$ cat src/rtl/scf_pkg.sv
// Shared modes, byte codes and tracker status type for the string class filter.
`timescale 1ns / 1ps
`default_nettype none

package scf_pkg;

    localparam int MODE_WIDTH = 4;

    // filter mode codes; codes above MODE_NONASCII behave as MODE_NONE
    localparam logic [MODE_WIDTH-1:0] MODE_NONE      = 4'd0;
    localparam logic [MODE_WIDTH-1:0] MODE_UPPER     = 4'd1;
    localparam logic [MODE_WIDTH-1:0] MODE_PRINTABLE = 4'd2;
    localparam logic [MODE_WIDTH-1:0] MODE_EMAIL     = 4'd3;
    localparam logic [MODE_WIDTH-1:0] MODE_FORMAT    = 4'd4;
    localparam logic [MODE_WIDTH-1:0] MODE_URL       = 4'd5;
    localparam logic [MODE_WIDTH-1:0] MODE_IPV4      = 4'd6;
    localparam logic [MODE_WIDTH-1:0] MODE_PATH      = 4'd7;
    localparam logic [MODE_WIDTH-1:0] MODE_NONASCII  = 4'd8;

    localparam logic [7:0] CH_NUL       = 8'h00;
    localparam logic [7:0] CH_TAB_ESC   = 8'h74; // 't'
    localparam logic [7:0] CH_NL_ESC    = 8'h6E; // 'n'
    localparam logic [7:0] CH_CR_ESC    = 8'h72; // 'r'
    localparam logic [7:0] CH_SPACE     = 8'h20;
    localparam logic [7:0] CH_TILDE     = 8'h7E;
    localparam logic [7:0] CH_BACKSLASH = 8'h5C;
    localparam logic [7:0] CH_AT        = 8'h40;
    localparam logic [7:0] CH_DOT       = 8'h2E;
    localparam logic [7:0] CH_PERCENT   = 8'h25;
    localparam logic [7:0] CH_SLASH     = 8'h2F;
    localparam logic [7:0] CH_COLON     = 8'h3A;
    localparam logic [7:0] CH_ZERO      = 8'h30;
    localparam logic [7:0] CH_NINE      = 8'h39;
    localparam logic [7:0] CH_UPPER_A   = 8'h41;
    localparam logic [7:0] CH_UPPER_Z   = 8'h5A;
    localparam logic [7:0] CH_LOWER_A   = 8'h61;
    localparam logic [7:0] CH_LOWER_Z   = 8'h7A;

    localparam int SEG_WIDTH = 9;
    localparam logic [SEG_WIDTH-1:0] SEG_LIMIT = 9'd256;

    typedef struct packed {
        logic       fail;
        logic       upper;
        logic       at;
        logic       dot;
        logic       percent;
        logic       scheme;
        logic       high;
        logic       ipv4;
        logic [7:0] first_char;
    } trk_flags_t;

endpackage

`default_nettype wire

$ cat src/rtl/scf_track.sv
// Per-string tracker state: character rules, byte counters and pattern scanners.
`timescale 1ns / 1ps
`default_nettype none

module scf_track
    import scf_pkg::*;
#(
    parameter int COUNT_WIDTH = 16
)
(
    input  wire logic                   clk,
    input  wire logic                   rst_n,
    input  wire logic                   take,
    input  wire logic                   clear,
    input  wire logic [7:0]             char_byte,
    input  wire logic [MODE_WIDTH-1:0]  mode,
    output trk_flags_t                  flags,
    output logic [COUNT_WIDTH-1:0]      char_count,
    output logic [COUNT_WIDTH-1:0]      first_count,
    output logic [COUNT_WIDTH-1:0]      second_count
);

    localparam logic [COUNT_WIDTH-1:0] CNT_MAX = {COUNT_WIDTH{1'b1}};
    localparam logic [COUNT_WIDTH-1:0] CNT_ONE = {{(COUNT_WIDTH-1){1'b0}}, 1'b1};

    function automatic logic [COUNT_WIDTH-1:0] sat_inc(input logic [COUNT_WIDTH-1:0] v);
        return (v == CNT_MAX) ? v : v + CNT_ONE;
    endfunction

    trk_flags_t             flags_reg, flags_next;
    logic                   esc_reg, esc_next;
    logic [COUNT_WIDTH-1:0] count_reg, count_next;
    logic [COUNT_WIDTH-1:0] first_cnt_reg, first_cnt_next;
    logic [COUNT_WIDTH-1:0] second_cnt_reg, second_cnt_next;
    logic [7:0]             second_char_reg, second_char_next;
    logic [7:0]             prev_reg, prev_next;
    logic [7:0]             prev2_reg, prev2_next;
    logic [1:0]             dseg_reg, dseg_next;
    logic [SEG_WIDTH-1:0]   seg_reg, seg_next;
    logic                   digit_reg, digit_next;

    logic        num_byte;
    logic        skip;
    logic [11:0] seg_sum;

    assign num_byte = (char_byte >= CH_ZERO) && (char_byte <= CH_NINE);
    assign skip     = (char_byte == CH_SPACE) ||
                      (esc_reg && ((char_byte == CH_TAB_ESC) || (char_byte == CH_NL_ESC) ||
                                   (char_byte == CH_CR_ESC)));
    // segment * 10 + digit; fits in 12 bits since the segment stays at or below 256
    assign seg_sum  = {seg_reg, 3'b000} + {2'b00, seg_reg, 1'b0} +
                      {8'h00, char_byte[3:0] - CH_ZERO[3:0]};

    always_comb
    begin
        flags_next       = flags_reg;
        esc_next         = esc_reg;
        count_next       = count_reg;
        first_cnt_next   = first_cnt_reg;
        second_cnt_next  = second_cnt_reg;
        second_char_next = second_char_reg;
        prev_next        = prev_reg;
        prev2_next       = prev2_reg;
        dseg_next        = dseg_reg;
        seg_next         = seg_reg;
        digit_next       = digit_reg;
        if (clear)
        begin
            flags_next       = '0;
            esc_next         = 1'b0;
            count_next       = '0;
            first_cnt_next   = '0;
            second_cnt_next  = '0;
            second_char_next = '0;
            prev_next        = '0;
            prev2_next       = '0;
            dseg_next        = '0;
            seg_next         = '0;
            digit_next       = 1'b0;
        end
        else if (take)
        begin
            if (mode == MODE_UPPER)
            begin
                if (!skip)
                begin
                    if (char_byte[7] || ((char_byte >= CH_LOWER_A) && (char_byte <= CH_LOWER_Z)))
                        flags_next.fail = 1'b1;
                    if ((char_byte >= CH_UPPER_A) && (char_byte <= CH_UPPER_Z))
                        flags_next.upper = 1'b1;
                end
            end
            else if (mode == MODE_PRINTABLE)
            begin
                if ((char_byte < CH_SPACE) || (char_byte > CH_TILDE))
                    flags_next.fail = 1'b1;
            end
            esc_next = esc_reg ? 1'b0 : (char_byte == CH_BACKSLASH);

            if (count_reg == '0)
            begin
                flags_next.first_char = char_byte;
                first_cnt_next        = CNT_ONE;
            end
            else
            begin
                if (char_byte == flags_reg.first_char)
                    first_cnt_next = sat_inc(first_cnt_reg);
                if (count_reg == CNT_ONE)
                begin
                    second_char_next = char_byte;
                    second_cnt_next  = CNT_ONE;
                end
                else if (char_byte == second_char_reg)
                begin
                    second_cnt_next = sat_inc(second_cnt_reg);
                end
                if (char_byte == CH_AT)      flags_next.at      = 1'b1;
                if (char_byte == CH_DOT)     flags_next.dot     = 1'b1;
                if (char_byte == CH_PERCENT) flags_next.percent = 1'b1;
            end

            if ((prev2_reg == CH_COLON) && (prev_reg == CH_SLASH) && (char_byte == CH_SLASH))
                flags_next.scheme = 1'b1;
            if (char_byte[7])
                flags_next.high = 1'b1;

            // dotted quad scanner
            if (num_byte)
            begin
                seg_next   = (seg_sum > {3'b000, SEG_LIMIT}) ? SEG_LIMIT : seg_sum[SEG_WIDTH-1:0];
                digit_next = 1'b1;
                if (dseg_reg == 2'd3)
                    flags_next.ipv4 = 1'b1;
            end
            else if (char_byte == CH_DOT)
            begin
                if (digit_reg && (seg_reg < SEG_LIMIT))
                begin
                    if (dseg_reg != 2'd3)
                        dseg_next = dseg_reg + 2'd1;
                end
                else
                begin
                    dseg_next = '0;
                end
                seg_next   = '0;
                digit_next = 1'b0;
            end
            else
            begin
                seg_next   = '0;
                dseg_next  = '0;
                digit_next = 1'b0;
            end

            prev2_next = prev_reg;
            prev_next  = char_byte;
            count_next = sat_inc(count_reg);
        end
    end

    always_ff @(posedge clk or negedge rst_n)
    begin
        if (!rst_n)
        begin
            flags_reg       <= '0;
            esc_reg         <= 1'b0;
            count_reg       <= '0;
            first_cnt_reg   <= '0;
            second_cnt_reg  <= '0;
            second_char_reg <= '0;
            prev_reg        <= '0;
            prev2_reg       <= '0;
            dseg_reg        <= '0;
            seg_reg         <= '0;
            digit_reg       <= 1'b0;
        end
        else
        begin
            flags_reg       <= flags_next;
            esc_reg         <= esc_next;
            count_reg       <= count_next;
            first_cnt_reg   <= first_cnt_next;
            second_cnt_reg  <= second_cnt_next;
            second_char_reg <= second_char_next;
            prev_reg        <= prev_next;
            prev2_reg       <= prev2_next;
            dseg_reg        <= dseg_next;
            seg_reg         <= seg_next;
            digit_reg       <= digit_next;
        end
    end

    assign flags        = flags_reg;
    assign char_count   = count_reg;
    assign first_count  = first_cnt_reg;
    assign second_count = second_cnt_reg;

endmodule

`default_nettype wire

$ cat src/rtl/string_class_filter_top.sv
// Top level of the string class filter: input channel, verdict and result register.
//
// Usage:
//   Stream a string into char_byte one byte per transfer (in_valid/in_stall); a
//   zero byte ends the string. Non-zero bytes only update the trackers and give
//   no result. The terminator gives exactly one result transfer on keep
//   (out_valid/out_stall): 1 when the string passes the filter in the stored mode.
//   Select the mode with cfg_wr_en/cfg_wr_data while the block is idle; the mode
//   survives across strings, every tracker clears after each terminator.
// Timing:
//   One byte per cycle but for held-off terminators; one tracker update per byte.
//   keep shows up one cycle after the terminator transfer, from the result
//   register. Throughput 1 item per cycle while no terminator is held off.
// Stall:
//   While a result waits under out_stall, non-zero bytes still go in; only a
//   further terminator is held off (in_stall high) until the result leaves.
// Reset:
//   rst_n clears the mode to "none", all trackers and the result register.
//   Counters saturate at 2**COUNT_WIDTH-1.
`timescale 1ns / 1ps
`default_nettype none

module string_class_filter_top
    import scf_pkg::*;
#(
    parameter int COUNT_WIDTH = 16
)
(
    input  wire logic                  clk,
    input  wire logic                  rst_n,
    input  wire logic                  cfg_wr_en,
    input  wire logic [MODE_WIDTH-1:0] cfg_wr_data,
    input  wire logic                  in_valid,
    output logic                       in_stall,
    input  wire logic [7:0]            char_byte,
    output logic                       out_valid,
    input  wire logic                  out_stall,
    output logic                       keep
);

    // cnt*5 >= len*3 with len nonzero, done with shifts and adds
    function automatic logic ratio_high(input logic [COUNT_WIDTH-1:0] cnt,
                                        input logic [COUNT_WIDTH-1:0] len);
        logic [COUNT_WIDTH+2:0] cnt5;
        logic [COUNT_WIDTH+2:0] len3;
        cnt5 = {3'b000, cnt} + {1'b0, cnt, 2'b00};
        len3 = {3'b000, len} + {2'b00, len, 1'b0};
        return (len != '0) && (cnt5 >= len3);
    endfunction

    localparam logic [COUNT_WIDTH-1:0] CNT_ONE = {{(COUNT_WIDTH-1){1'b0}}, 1'b1};

    logic [MODE_WIDTH-1:0]  mode_reg;
    logic                   out_valid_reg, out_valid_next;
    logic                   keep_reg, keep_next;

    logic                   in_xfer;
    logic                   term_xfer;
    logic                   byte_xfer;
    logic                   verdict;
    trk_flags_t             flags;
    logic [COUNT_WIDTH-1:0] char_count;
    logic [COUNT_WIDTH-1:0] first_count;
    logic [COUNT_WIDTH-1:0] second_count;

    // hold off a terminator only while the previous result is still stuck
    assign in_stall  = out_valid_reg && out_stall && (char_byte == CH_NUL);
    assign in_xfer   = in_valid && !in_stall;
    assign term_xfer = in_xfer && (char_byte == CH_NUL);
    assign byte_xfer = in_xfer && (char_byte != CH_NUL);

    always_ff @(posedge clk or negedge rst_n)
    begin
        if (!rst_n)
            mode_reg <= MODE_NONE;
        else if (cfg_wr_en)
            mode_reg <= cfg_wr_data;
    end

    scf_track #(
        .COUNT_WIDTH (COUNT_WIDTH)
    ) u_track (
        .clk          (clk),
        .rst_n        (rst_n),
        .take         (byte_xfer),
        .clear        (term_xfer),
        .char_byte    (char_byte),
        .mode         (mode_reg),
        .flags        (flags),
        .char_count   (char_count),
        .first_count  (first_count),
        .second_count (second_count)
    );

    // verdict from the tracker state as it stands before the terminator clears it
    always_comb
    begin
        unique case (mode_reg)
            MODE_UPPER:
                verdict = !flags.fail && !ratio_high(first_count, char_count) &&
                          !((char_count > CNT_ONE) && ratio_high(second_count, char_count)) &&
                          flags.upper;
            MODE_PRINTABLE: verdict = !flags.fail;
            MODE_EMAIL:     verdict = (char_count != '0) && flags.at && flags.dot;
            MODE_FORMAT:    verdict = (char_count != '0) && flags.percent;
            MODE_URL:       verdict = flags.scheme;
            MODE_IPV4:      verdict = flags.ipv4;
            MODE_PATH:      verdict = (char_count != '0) && (flags.first_char == CH_SLASH);
            MODE_NONASCII:  verdict = flags.high;
            default:        verdict = 1'b1;
        endcase
    end

    // result register: load on a terminator, drop once the receiver takes it
    always_comb
    begin
        out_valid_next = out_valid_reg;
        keep_next      = keep_reg;
        if (term_xfer)
        begin
            out_valid_next = 1'b1;
            keep_next      = verdict;
        end
        else if (out_valid_reg && !out_stall)
        begin
            out_valid_next = 1'b0;
        end
    end

    always_ff @(posedge clk or negedge rst_n)
    begin
        if (!rst_n)
        begin
            out_valid_reg <= 1'b0;
            keep_reg      <= 1'b0;
        end
        else
        begin
            out_valid_reg <= out_valid_next;
            keep_reg      <= keep_next;
        end
    end

    assign out_valid = out_valid_reg;
    assign keep      = keep_reg;

    // a terminator transfer always produces a pending result next cycle
    a_term_gives_result: assert property (@(posedge clk) disable iff (!rst_n)
        term_xfer |=> out_valid)
        else $error("terminator transfer without a result");

    // trackers restart after every terminator
    a_term_clears: assert property (@(posedge clk) disable iff (!rst_n)
        term_xfer |=> (char_count == '0) && (first_count == '0) && (second_count == '0))
        else $error("trackers not cleared after terminator");

    // per-byte match counts never exceed the string length
    a_count_order: assert property (@(posedge clk) disable iff (!rst_n)
        (first_count <= char_count) && (second_count <= char_count))
        else $error("match count above length");

    // input is only held off while a result is stuck at the output
    a_stall_cause: assert property (@(posedge clk) disable iff (!rst_n)
        in_stall |-> (out_valid && out_stall))
        else $error("input stalled without a waiting result");

endmodule

`default_nettype wire

$ cat config.mk
export PLATFORM = sky130hd
export DESIGN_NAME = string_class_filter_top
export DESIGN_NICKNAME = d
export VERILOG_FILES = /design/src/rtl/scf_pkg.sv /design/src/rtl/scf_track.sv /design/src/rtl/string_class_filter_top.sv
export SDC_FILE = /design/constraint.sdc
export NUM_CORES = 1
export LEC_CHECK = 0
export ABC_AREA = 1
export BUFFER_PORTS_ARGS = -buffer_cell sky130_fd_sc_hd__buf_2
export CAP_MARGIN = 20
export CORE_MARGIN = 5
export CORE_UTILIZATION = 65
export DETAILED_ROUTE_END_ITERATION = 8
export GPL_ROUTABILITY_DRIVEN = 0
export GPL_TIMING_DRIVEN = 0
export PLACE_DENSITY_LB_ADDON = 0.25
export REMOVE_ABC_BUFFERS = 1
export SETUP_SLACK_MARGIN = 0.2
export SLEW_MARGIN = 0
export SYNTH_ARGS = -nofsm -noshare
export SYNTH_HDL_FRONTEND = slang
export SYNTH_HIERARCHICAL = 1
export SYNTH_SLANG_ARGS = --single-unit
$ cat constraint.sdc
create_clock -name clk -period 6.37 [get_ports clk]
set_clock_uncertainty 0.2 [all_clocks]
set_input_delay 1.274 -clock clk [delete_from_list [all_inputs] [get_ports clk]]
set_output_delay 1.274 -clock clk [all_outputs]
set_load 0.05 [all_outputs]
==> Flow_metrics.wiki, run 1 <==
{| class="wikitable"
! Metric !! Value
|-
| Outcome || finished, final reports clean
|-
| Number of distinct standard cells referenced by the synthesized netlist || 64
|-
| Hold-fix buffers, CTS || 0
|-
| Max_slew headroom || 45.9%
|-
| Number of global-route vias before repair || 9350
|-
| Global-route wire length before repair || 42300 um
|-
| Maximum number of pins on one net before global-route repair || 57
|-
| Routed WL per cell || 14.3 um
|-
| Layout-stage area growth over the synthesis result || 5.31%
|-
| Crit path arrival time || 4.79 ns
|-
| Iteration count of the initial detailed-routing pass || 7
|-
| Slew Viols, Final || 0
|-
| Setup crit start kind || primary input
|-
| Type of the tightest min-delay check || flop to flop
|-
| Capturing element type of the critical path || flop
|-
| Total via count after detailed routing || 9988
|-
| Crit Path Max Fanout || 32
|-
| Total power divided by cell area || 250 mW/mm^2
|-
| Yosys synthesis warning count || 6
|-
| Core area || 0.0158 mm^2
|-
| CTS H-tree depth || 3
|-
| Clk slew on worst S/H paths || 0.08 ns
|-
| Hold Path Stages || 2
|-
| GRT Residual Overflow || 0
|-
| Initial core utilization || 65.9%
|-
| Root buffer cell || sky130_fd_sc_hd__clkbuf_16
|-
| Max stage delay cell, worst path || sky130_fd_sc_hd__or4_1
|-
| EDFF count, synth || 0
|-
| Unrepaired setup endpoints after global routing || no
|-
| Cell count after synthesis || 1524
|-
| Number of setup violations in the final report || 0
|-
| Max frequency || 0.213 GHz
|-
| Flip-flop and latch count after synthesis || 107
|-
| Start-to-end type of the worst setup path || primary input to flop
|-
| Area of the die || 0.0186 mm^2
|-
| Data required time at the worst endpoint || 6.46 ns
|-
| Most used flip-flop cell after synthesis || sky130_fd_sc_hd__dfrtp_1
|-
| Critical path, cell by cell || buf_2 -> or4_1 -> nor2_1 -> inv_2 -> nor3_4 -> buf_16 -> inv_4 -> nand2_4 -> inv_2 -> a21oi_1 -> o2111ai_1 -> nor2_1 -> nand2_2 -> nand2_4 -> nand2_1 -> nand2_1
|-
| Leakage || 0.00576 uW
|-
| Min cycle time layout || 4.70 ns
|-
| Slew of the pin with the lowest slew margin || 0.806 ns
|-
| Setup TNS || 0 ns
|-
| Antenna Nets Post-Route || 0
|-
| Largest buffer count on any clock path || 2
|-
| Tcrit/Tclk final || 73.8%
|-
| Sinks on the clock net || 107
|-
| Cells on worst reg2reg path || 21
|-
| Chip Height || 136 um
|-
| Max-Cap Viols || 0
|-
| Std cell rows || 46
|-
| Share of post-route cells with drive strength above 1 || 7.58%
|-
| Clock network latency to the later pin of the worst-skew pair || 0.35 ns
|-
| Worst voltage drop across the vdd grid || 0.204 mV
|-
| Largest stage delay, worst path || 0.53 ns
|-
| Cts repair resizes || 0
|-
| Count of buffers inserted at the top-level ports || 19
|-
| Post-synthesis sequential area ratio || 25.8%
|-
| Area of the mapped netlist || 0.0104 mm^2
|-
| Number of buffers created by CTS || 9
|-
| DRC violation count after routing || 0
|-
| Antenna violations before repair || 0
|-
| Final wirelength || 24900 um
|-
| Worst hold margin || 0.290 ns
|-
| Mean area per synthesized cell || 6.82 um^2
|-
| CTS tree || yes
|-
| Detailed Place HPWL || 19100 um
|-
| Layout Nets || 1658
|-
| Inserted Diodes || 0
|-
| Initial DRC Count || 679
|-
| Setup Buffers After CTS || 0
|-
| Avg Vias per Cell || 5.72
|-
| Endpoints failing hold || 0
|-
| Count of placed standard cells including taps || 1730
|-
| Final Instance Count excl. Fillers || 1747
|-
| Overall fraction of global-route tracks in use || 27.4%
|-
| Ys async rst share || 100%
|-
| Boundary Pins || 20
|-
| Horiz. Die Dim || 136 um
|}
layer usage:
layer	part of all wire, %	GRT usage, %	up-vias
met2	48	46.5	375
met5	0	0	-
met3	6.2	2.70	45
li1	-	-	5033
met1	43	36.7	4535
met4	2.4	9.07	0
logic make-up (layout without fill, tap and decap cells):
kind of cell / after synthesis / count (layout) / share of synthesized area (%)
fa+ha+maj: 115 / 115 / 14.2
simple gates: 838 / 838 / 36.3
xor+xnor: 55 / 55 / 4.63
buf+inv: 224 / 231 / 9.07
flops: 107 / 107 / 25.8
compound gates: 185 / 185 / 10.0
worst paths after layout:
path	startpoint	endpoint	slack, ns
worst min-delay path	u_track/digit_reg$_DFFE_PN0N_	u_track/digit_reg$_DFFE_PN0N_	0.29
worst max register to register	u_track/char_count[0]$_DFFE_PN0P_	keep$_DFFE_PN0P_	2.11
worst max-delay path	char_byte[0]	u_track/first_count[6]$_DFFE_PN0P_	1.67
max in group asynchronous	rst_n	u_track/second_count[15]$_DFFE_PN0P_	4.51
worst min register to register	u_track/digit_reg$_DFFE_PN0N_	u_track/digit_reg$_DFFE_PN0N_	0.29
min in group asynchronous	rst_n	u_track/prev_reg[3]$_DFFE_PN0N_	0.76
cell usage after synthesis, types with 13 or more instances:
cell type | count | area share, %
sky130_fd_sc_hd__buf_2 | 13 | 0.63
sky130_fd_sc_hd__a21oi_1 | 73 | 3.5
sky130_fd_sc_hd__nand2_1 | 403 | 15
sky130_fd_sc_hd__inv_2 | 17 | 0.61
sky130_fd_sc_hd__o21ai_0 | 32 | 1.5
sky130_fd_sc_hd__o21ai_1 | 34 | 1.6
sky130_fd_sc_hd__nor2_1 | 152 | 5.5
sky130_fd_sc_hd__nand2_2 | 19 | 1.1
sky130_fd_sc_hd__nand4_1 | 46 | 2.8
sky130_fd_sc_hd__nand3_1 | 146 | 7.0
sky130_fd_sc_hd__ha_1 | 110 | 13
sky130_fd_sc_hd__nor3_1 | 24 | 1.2
sky130_fd_sc_hd__xor2_1 | 30 | 2.5
sky130_fd_sc_hd__xnor2_1 | 25 | 2.1
sky130_fd_sc_hd__dfrtp_1 | 107 | 26
sky130_fd_sc_hd__inv_1 | 172 | 6.2
power by group:
part / internal [uW] / switching, uW
sequential: 748 / 142
clock: 277 / 271
combinational: 501 / 796
total: 1530 / 1210
worst max-delay path: cells and delay by family:
family	cells	cell delay (ns)
AND/OR/NAND/NOR	9	2.30
buffers and inverters	5	0.89
AO/OA/AOI/OAI	2	0.28
layout by cell type (no fill, tap or decap), types with 2 or more instances in the layout:
cell type	netlist	layout
sky130_fd_sc_hd__nand3_1	146	146
sky130_fd_sc_hd__buf_2	13	18
sky130_fd_sc_hd__o21ai_0	32	32
sky130_fd_sc_hd__nand2_1	403	403
sky130_fd_sc_hd__clkbuf_16	0	9
sky130_fd_sc_hd__inv_1	172	172
sky130_fd_sc_hd__a21oi_1	73	73
sky130_fd_sc_hd__inv_4	2	2
sky130_fd_sc_hd__a31oi_1	5	5
sky130_fd_sc_hd__xnor2_1	25	25
sky130_fd_sc_hd__or2_2	4	4
sky130_fd_sc_hd__a21oi_2	2	2
sky130_fd_sc_hd__nor3_2	4	3
sky130_fd_sc_hd__nor3_4	2	3
sky130_fd_sc_hd__nor3_1	24	24
sky130_fd_sc_hd__o31ai_1	3	3
sky130_fd_sc_hd__dfrtp_1	107	107
sky130_fd_sc_hd__nor3b_1	5	5
sky130_fd_sc_hd__nand2_2	19	19
sky130_fd_sc_hd__nor4_1	3	3
sky130_fd_sc_hd__buf_16	0	3
sky130_fd_sc_hd__o21ai_1	34	34
sky130_fd_sc_hd__ha_1	110	110
sky130_fd_sc_hd__xor2_1	30	30
sky130_fd_sc_hd__or4_1	2	2
sky130_fd_sc_hd__o2111ai_1	3	3
sky130_fd_sc_hd__o211ai_1	2	2
sky130_fd_sc_hd__nand3b_1	5	5
sky130_fd_sc_hd__nor2_1	152	152
sky130_fd_sc_hd__o22ai_1	12	12
sky130_fd_sc_hd__clkinv_4	0	2
sky130_fd_sc_hd__o21bai_1	4	4
sky130_fd_sc_hd__nor2_2	7	7
sky130_fd_sc_hd__a21o_1	3	3
sky130_fd_sc_hd__inv_6	0	3
sky130_fd_sc_hd__fa_1	5	5
sky130_fd_sc_hd__nand2_4	8	8
sky130_fd_sc_hd__inv_2	17	17
sky130_fd_sc_hd__nand4_1	46	46
metrics by stage:
stage	cell area [um^2]	worst slack, ns	power [uW]	util (%)
floorplan	10200	1.27	1860	-
global placement	10500	-0.713	2140	66.9
detailed placement	10600	1.31	2190	67.4
CTS	10900	1.70	2750	69.3
global route	10900	1.43	3000	69.4
finish	10900	1.67	2730	69.4
final cells by class:
| class | instances | area, um^2 |
|---|---|---|
| Clock buffer | 9 | 225 |
| Clock inverter | 7 | 71.3 |
| Fill cell | 1364 | 4820 |
| Tap cell | 216 | 270 |
| Multi-Input combinational cell | 1193 | 6780 |
| Inverter | 192 | 727 |
| Sequential cell | 107 | 2680 |
| Timing Repair Buffer | 23 | 195 |
Power figures use the tool's default switching activity.
==> run 2, diff against run 1 <==
--- a/config.mk
+++ b/config.mk
@@ -5,11 +5,11 @@
 export SDC_FILE = /design/constraint.sdc
 export NUM_CORES = 1
 export LEC_CHECK = 0
-export ABC_AREA = 1
+export ABC_AREA = 0
 export BUFFER_PORTS_ARGS = -buffer_cell sky130_fd_sc_hd__buf_2
 export CAP_MARGIN = 20
 export CORE_MARGIN = 5
-export CORE_UTILIZATION = 65
+export CORE_UTILIZATION = 58
 export DETAILED_ROUTE_END_ITERATION = 8
 export GPL_ROUTABILITY_DRIVEN = 0
 export GPL_TIMING_DRIVEN = 0
==> constraint.sdc (replaced) <==
create_clock -name clk -period 4.2 [get_ports clk]
set_clock_uncertainty 0.2 [all_clocks]
set_input_delay 0.84 -clock clk [delete_from_list [all_inputs] [get_ports clk]]
set_output_delay 0.84 -clock clk [all_outputs]
set_load 0.05 [all_outputs]
==> run 2 against run 1 <==
The flow now finishes with violations (negative setup slack). Setup slack got worse by 1.8 ns. Via count fell by 20%. Sequential share of layout area rose by 1.9 points. Combinational power rose by 28%. Critical path depth rose by 1. Synthesized area fell by 11%. Die area rose by 0.25%. Sequential power rose by 55%. Count of clock-buffer cells in the layout did not move. Final area fell by 6.9%. Worst hold slack got worse by 0.012 ns.
==> Flow_metrics.wiki, run 2 <==
{| class="wikitable"
! Metric !! Value
|-
| Area of the mapped netlist || 0.00930 mm^2
|-
| Chip Height || 137 um
|-
| Root buffer cell || sky130_fd_sc_hd__clkbuf_16
|-
| Total power divided by cell area || 386 mW/mm^2
|-
| GRT Residual Overflow || 0
|-
| Portion of total power attributed to the clock network || 22.8%
|-
| Capturing element type of the critical path || flop
|-
| Leakage || 0.00474 uW
|-
| Post-synthesis sequential area ratio || 28.8%
|-
| Largest stage delay, worst path || 0.44 ns
|-
| Detailed Place HPWL || 15700 um
|-
| Number of buffers created by CTS || 9
|-
| Main combinational cell family by area after synthesis || simple AND/OR/NAND/NOR gates
|-
| Cell occurring most often along the worst timing path || sky130_fd_sc_hd__a21oi_2
|-
| Type of the tightest min-delay check || primary input to async pin
|-
| Flip-flop and latch count after synthesis || 107
|-
| Multiplexer fraction of the synthesized cell area || 2.85%
|-
| Critical register-to-register path endpoint || keep$_DFFE_PN0P_
|-
| Ys async rst share || 100%
|-
| CTS tree || yes
|-
| Global-route wire length before repair || 36700 um
|-
| Horiz. Die Dim || 137 um
|-
| Largest buffer count on any clock path || 2
|-
| Hold-fix buffers, CTS || 0
|-
| Design Power || 3940 uW
|-
| Setup crit start kind || flop
|-
| Clk slew on worst S/H paths || 0.08 ns
|-
| Overall fraction of global-route tracks in use || 24.1%
|-
| Number of setup violations in the final report || 1
|-
| Failing checks || negative setup slack
|-
| Simple logic cell fraction of the synthesized area || 22.5%
|-
| Antenna violations before repair || 0
|-
| Part of the total power dissipated in sequential elements || 35.1%
|-
| Leading cell type in the layout, fill and taps excluded || sky130_fd_sc_hd__ha_1
|-
| Compound-gate portion of the synthesized area || 18.6%
|-
| Worst voltage drop across the vdd grid || 0.295 mV
|-
| Most numerous cell in the Yosys netlist || sky130_fd_sc_hd__ha_1
|-
| Switching power of the nets || 1570 uW
|-
| Initial core utilization || 58.8%
|-
| Synth top area share || 28.8%
|-
| Most used cells in the layout excluding fill and tap cells || 107 x sky130_fd_sc_hd__ha_1, 103 x sky130_fd_sc_hd__dfrtp_1, 99 x sky130_fd_sc_hd__nor2_1
|-
| EDFF count, synth || 0
|-
| CTS H-tree depth || 3
|-
| Sinks on the clock net || 107
|-
| Initial DRC Count || 563
|-
| Area of the die || 0.0187 mm^2
|-
| Critical path, cell by cell || ha_4 -> fa_2 -> a21o_1 -> a21oi_2 -> o21bai_1 -> a21oi_2 -> o21bai_1 -> a21oi_2 -> xnor2_2 -> ha_1 -> a21o_1 -> a2111oi_2 -> a31oi_1 -> maj3_2 -> a2111oi_4 -> nor4_2 -> a211oi_2
|-
| Count of buffers inserted at the top-level ports || 19
|-
| Outcome || complete, but fails checks
|-
| Number of global-route vias before repair || 7539
|-
| Layout-stage area growth over the synthesis result || 9.58%
|-
| Std cell rows || 46
|-
| Proportion of power drawn by combinational gates || 42.1%
|-
| Commonest cells post-synth || 110 x sky130_fd_sc_hd__ha_1, 107 x sky130_fd_sc_hd__dfrtp_1, 100 x sky130_fd_sc_hd__nor2_1
|-
| Pre-CTS WS || -0.937 ns
|-
| Unrepaired setup endpoints after global routing || yes
|-
| Maximum number of pins on one net before global-route repair || 64
|-
| Max-Cap Viols || 0
|-
| Most used flip-flop cell after synthesis || sky130_fd_sc_hd__dfrtp_1
|-
| Fill cell total of the finished layout || 1297
|-
| Tcrit/Tclk final || 103%
|-
| Slew Viols, Final || 0
|-
| Antenna Nets Post-Route || 0
|-
| Final wirelength || 21800 um
|-
| Setup TNS || -0.118 ns
|-
| Avg Vias per Cell || 6.04
|-
| Family with the most delay on the worst path || compound AO/OA/AOI/OAI gates
|-
| Crit path setup slack, layout || -0.118 ns
|-
| Max_slew headroom || 41.6%
|-
| Inserted Diodes || 0
|-
| Total via count after detailed routing || 7946
|-
| Layout Nets || 1226
|-
| Min cycle time layout || 4.32 ns
|-
| Slew of the pin with the lowest slew margin || 0.876 ns
|-
| Iteration count of the initial detailed-routing pass || 5
|-
| Post-synthesis share of cell area spent on xor and xnor gates || 7.25%
|-
| Boundary Pins || 20
|-
| Number of distinct standard cells referenced by the synthesized netlist || 78
|-
| Switching part of the total || 39.9%
|-
| Routed WL per cell || 16.5 um
|-
| Start-to-end type of the worst setup path || flop to flop
|-
| Core area || 0.0158 mm^2
|-
| Cells on worst reg2reg path || 17
|-
| Cell count after synthesis || 1073
|-
| Cell taking the most area after synthesis || sky130_fd_sc_hd__dfrtp_1
|-
| Data required time at the worst endpoint || 4.27 ns
|-
| Crit path arrival time || 4.38 ns
|-
| Max frequency || 0.232 GHz
|-
| Share of post-route cells with drive strength above 1 || 10.8%
|-
| Yosys synthesis warning count || 6
|-
| Mean area per synthesized cell || 8.67 um^2
|-
| FF-to-FF setup slack || -0.12 ns
|-
| Internal power consumption || 2370 uW
|-
| Endpoints failing hold || 0
|-
| Start of the worst register-to-register path || u_track/char_count[1]$_DFFE_PN0P_
|-
| Top area cells in the synthesized netlist || sky130_fd_sc_hd__dfrtp_1 29%, sky130_fd_sc_hd__ha_1 15%, sky130_fd_sc_hd__xnor2_1 5.0%
|-
| Crit Path Max Fanout || 3
|-
| DRC violation count after routing || 0
|-
| Clock network latency to the later pin of the worst-skew pair || 0.37 ns
|-
| Buf+Inv Stages, Crit Path || 0
|-
| Synthesized-area fraction occupied by adder cells || 16.1%
|-
| Max stage delay cell, worst path || sky130_fd_sc_hd__dfrtp_2
|}
-- run 2: changes by cell type after synthesis, sizes merged, moves of 20 or more --
cell / delta
inv: -136
xnor2: +28
nand2: -336
nand2b: +24
nand3: -109
nor2: -60
a21o: +21
a21oi: -20
nand4: -21
mux2i: +22
-- run 2: power groups by stage --
stage	clock network, uW	registers, uW	logic (uW)
after floorplan	0	1360	1030
after global placement	0	1420	1340
after detailed placement	0	1420	1400
after CTS	917	1390	1600
after global routing	956	1410	1840
final	898	1380	1660
-- run 2: worst max-delay path by stage --
stage,cells past startpoint,from,end
3_5_place_dp,17,u_track/char_count[0]$_DFFE_PN0P_,keep$_DFFE_PN0P_
5_1_grt,20,u_track/char_count[0]$_DFFE_PN0P_,keep$_DFFE_PN0P_
3_3_place_gp,11,char_byte[1],u_track/first_count[14]$_DFFE_PN0P_
4_1_cts,17,u_track/char_count[1]$_DFFE_PN0P_,keep$_DFFE_PN0P_
2_1_floorplan,17,u_track/char_count[0]$_DFFE_PN0P_,keep$_DFFE_PN0P_
6_report,17,u_track/char_count[1]$_DFFE_PN0P_,keep$_DFFE_PN0P_
-- run 2: routing by layer --
| layer | GRT usage, % | part of all wire [%] | vias up |
|---|---|---|---|
| met5 | 0 | 0 | - |
| met3 | 3.13 | 3.7 | 23 |
| met4 | 6.27 | 1.3 | 0 |
| met2 | 38.6 | 46 | 162 |
| li1 | - | - | 3961 |
| met1 | 34.4 | 49 | 3800 |
-- run 2: layout make-up --
class	count	area [um^2]	share of cell area, %
Clock buffer	9	225	2.21
Multi-Input combinational cell	876	6390	62.7
Sequential cell	107	2680	26.3
Clock inverter	7	86.3	0.847
Timing Repair Buffer	45	329	3.23
Tap cell	216	270	2.65
Inverter	55	208	2.04
-- run 2: per-stage QoR --
step	area [um^2]	std cells	util, %	hold WS, ns
6_report	10200	1315	64.4	0.279
5_1_grt	10200	1315	64.4	0.317
4_1_cts	10200	1313	64.2	0.286
3_5_place_dp	9570	1276	60.5	0.293
3_3_place_gp	9510	1273	60.1	0.279
2_1_floorplan	9140	1038	-	0.255
-- run 2: cell families (layout without fill, tap and decap cells) --
kind of cell | count (synthesis) | count (layout)
DFF | 107 | 107
and+or+nand+nor | 405 | 405
buffers and inverters | 90 | 116
AOI/OAI and AO/OA | 251 | 251
xor gates and xnor gates | 77 | 77
adders and majority gates | 117 | 117
muxes | 26 | 26
-- run 2: repair_timing --
action                     4_1_cts  5_1_grt
setup endpoints to repair        6       11
resized for setup               26        6
pin swaps                       29        3
buffers inserted                21        2
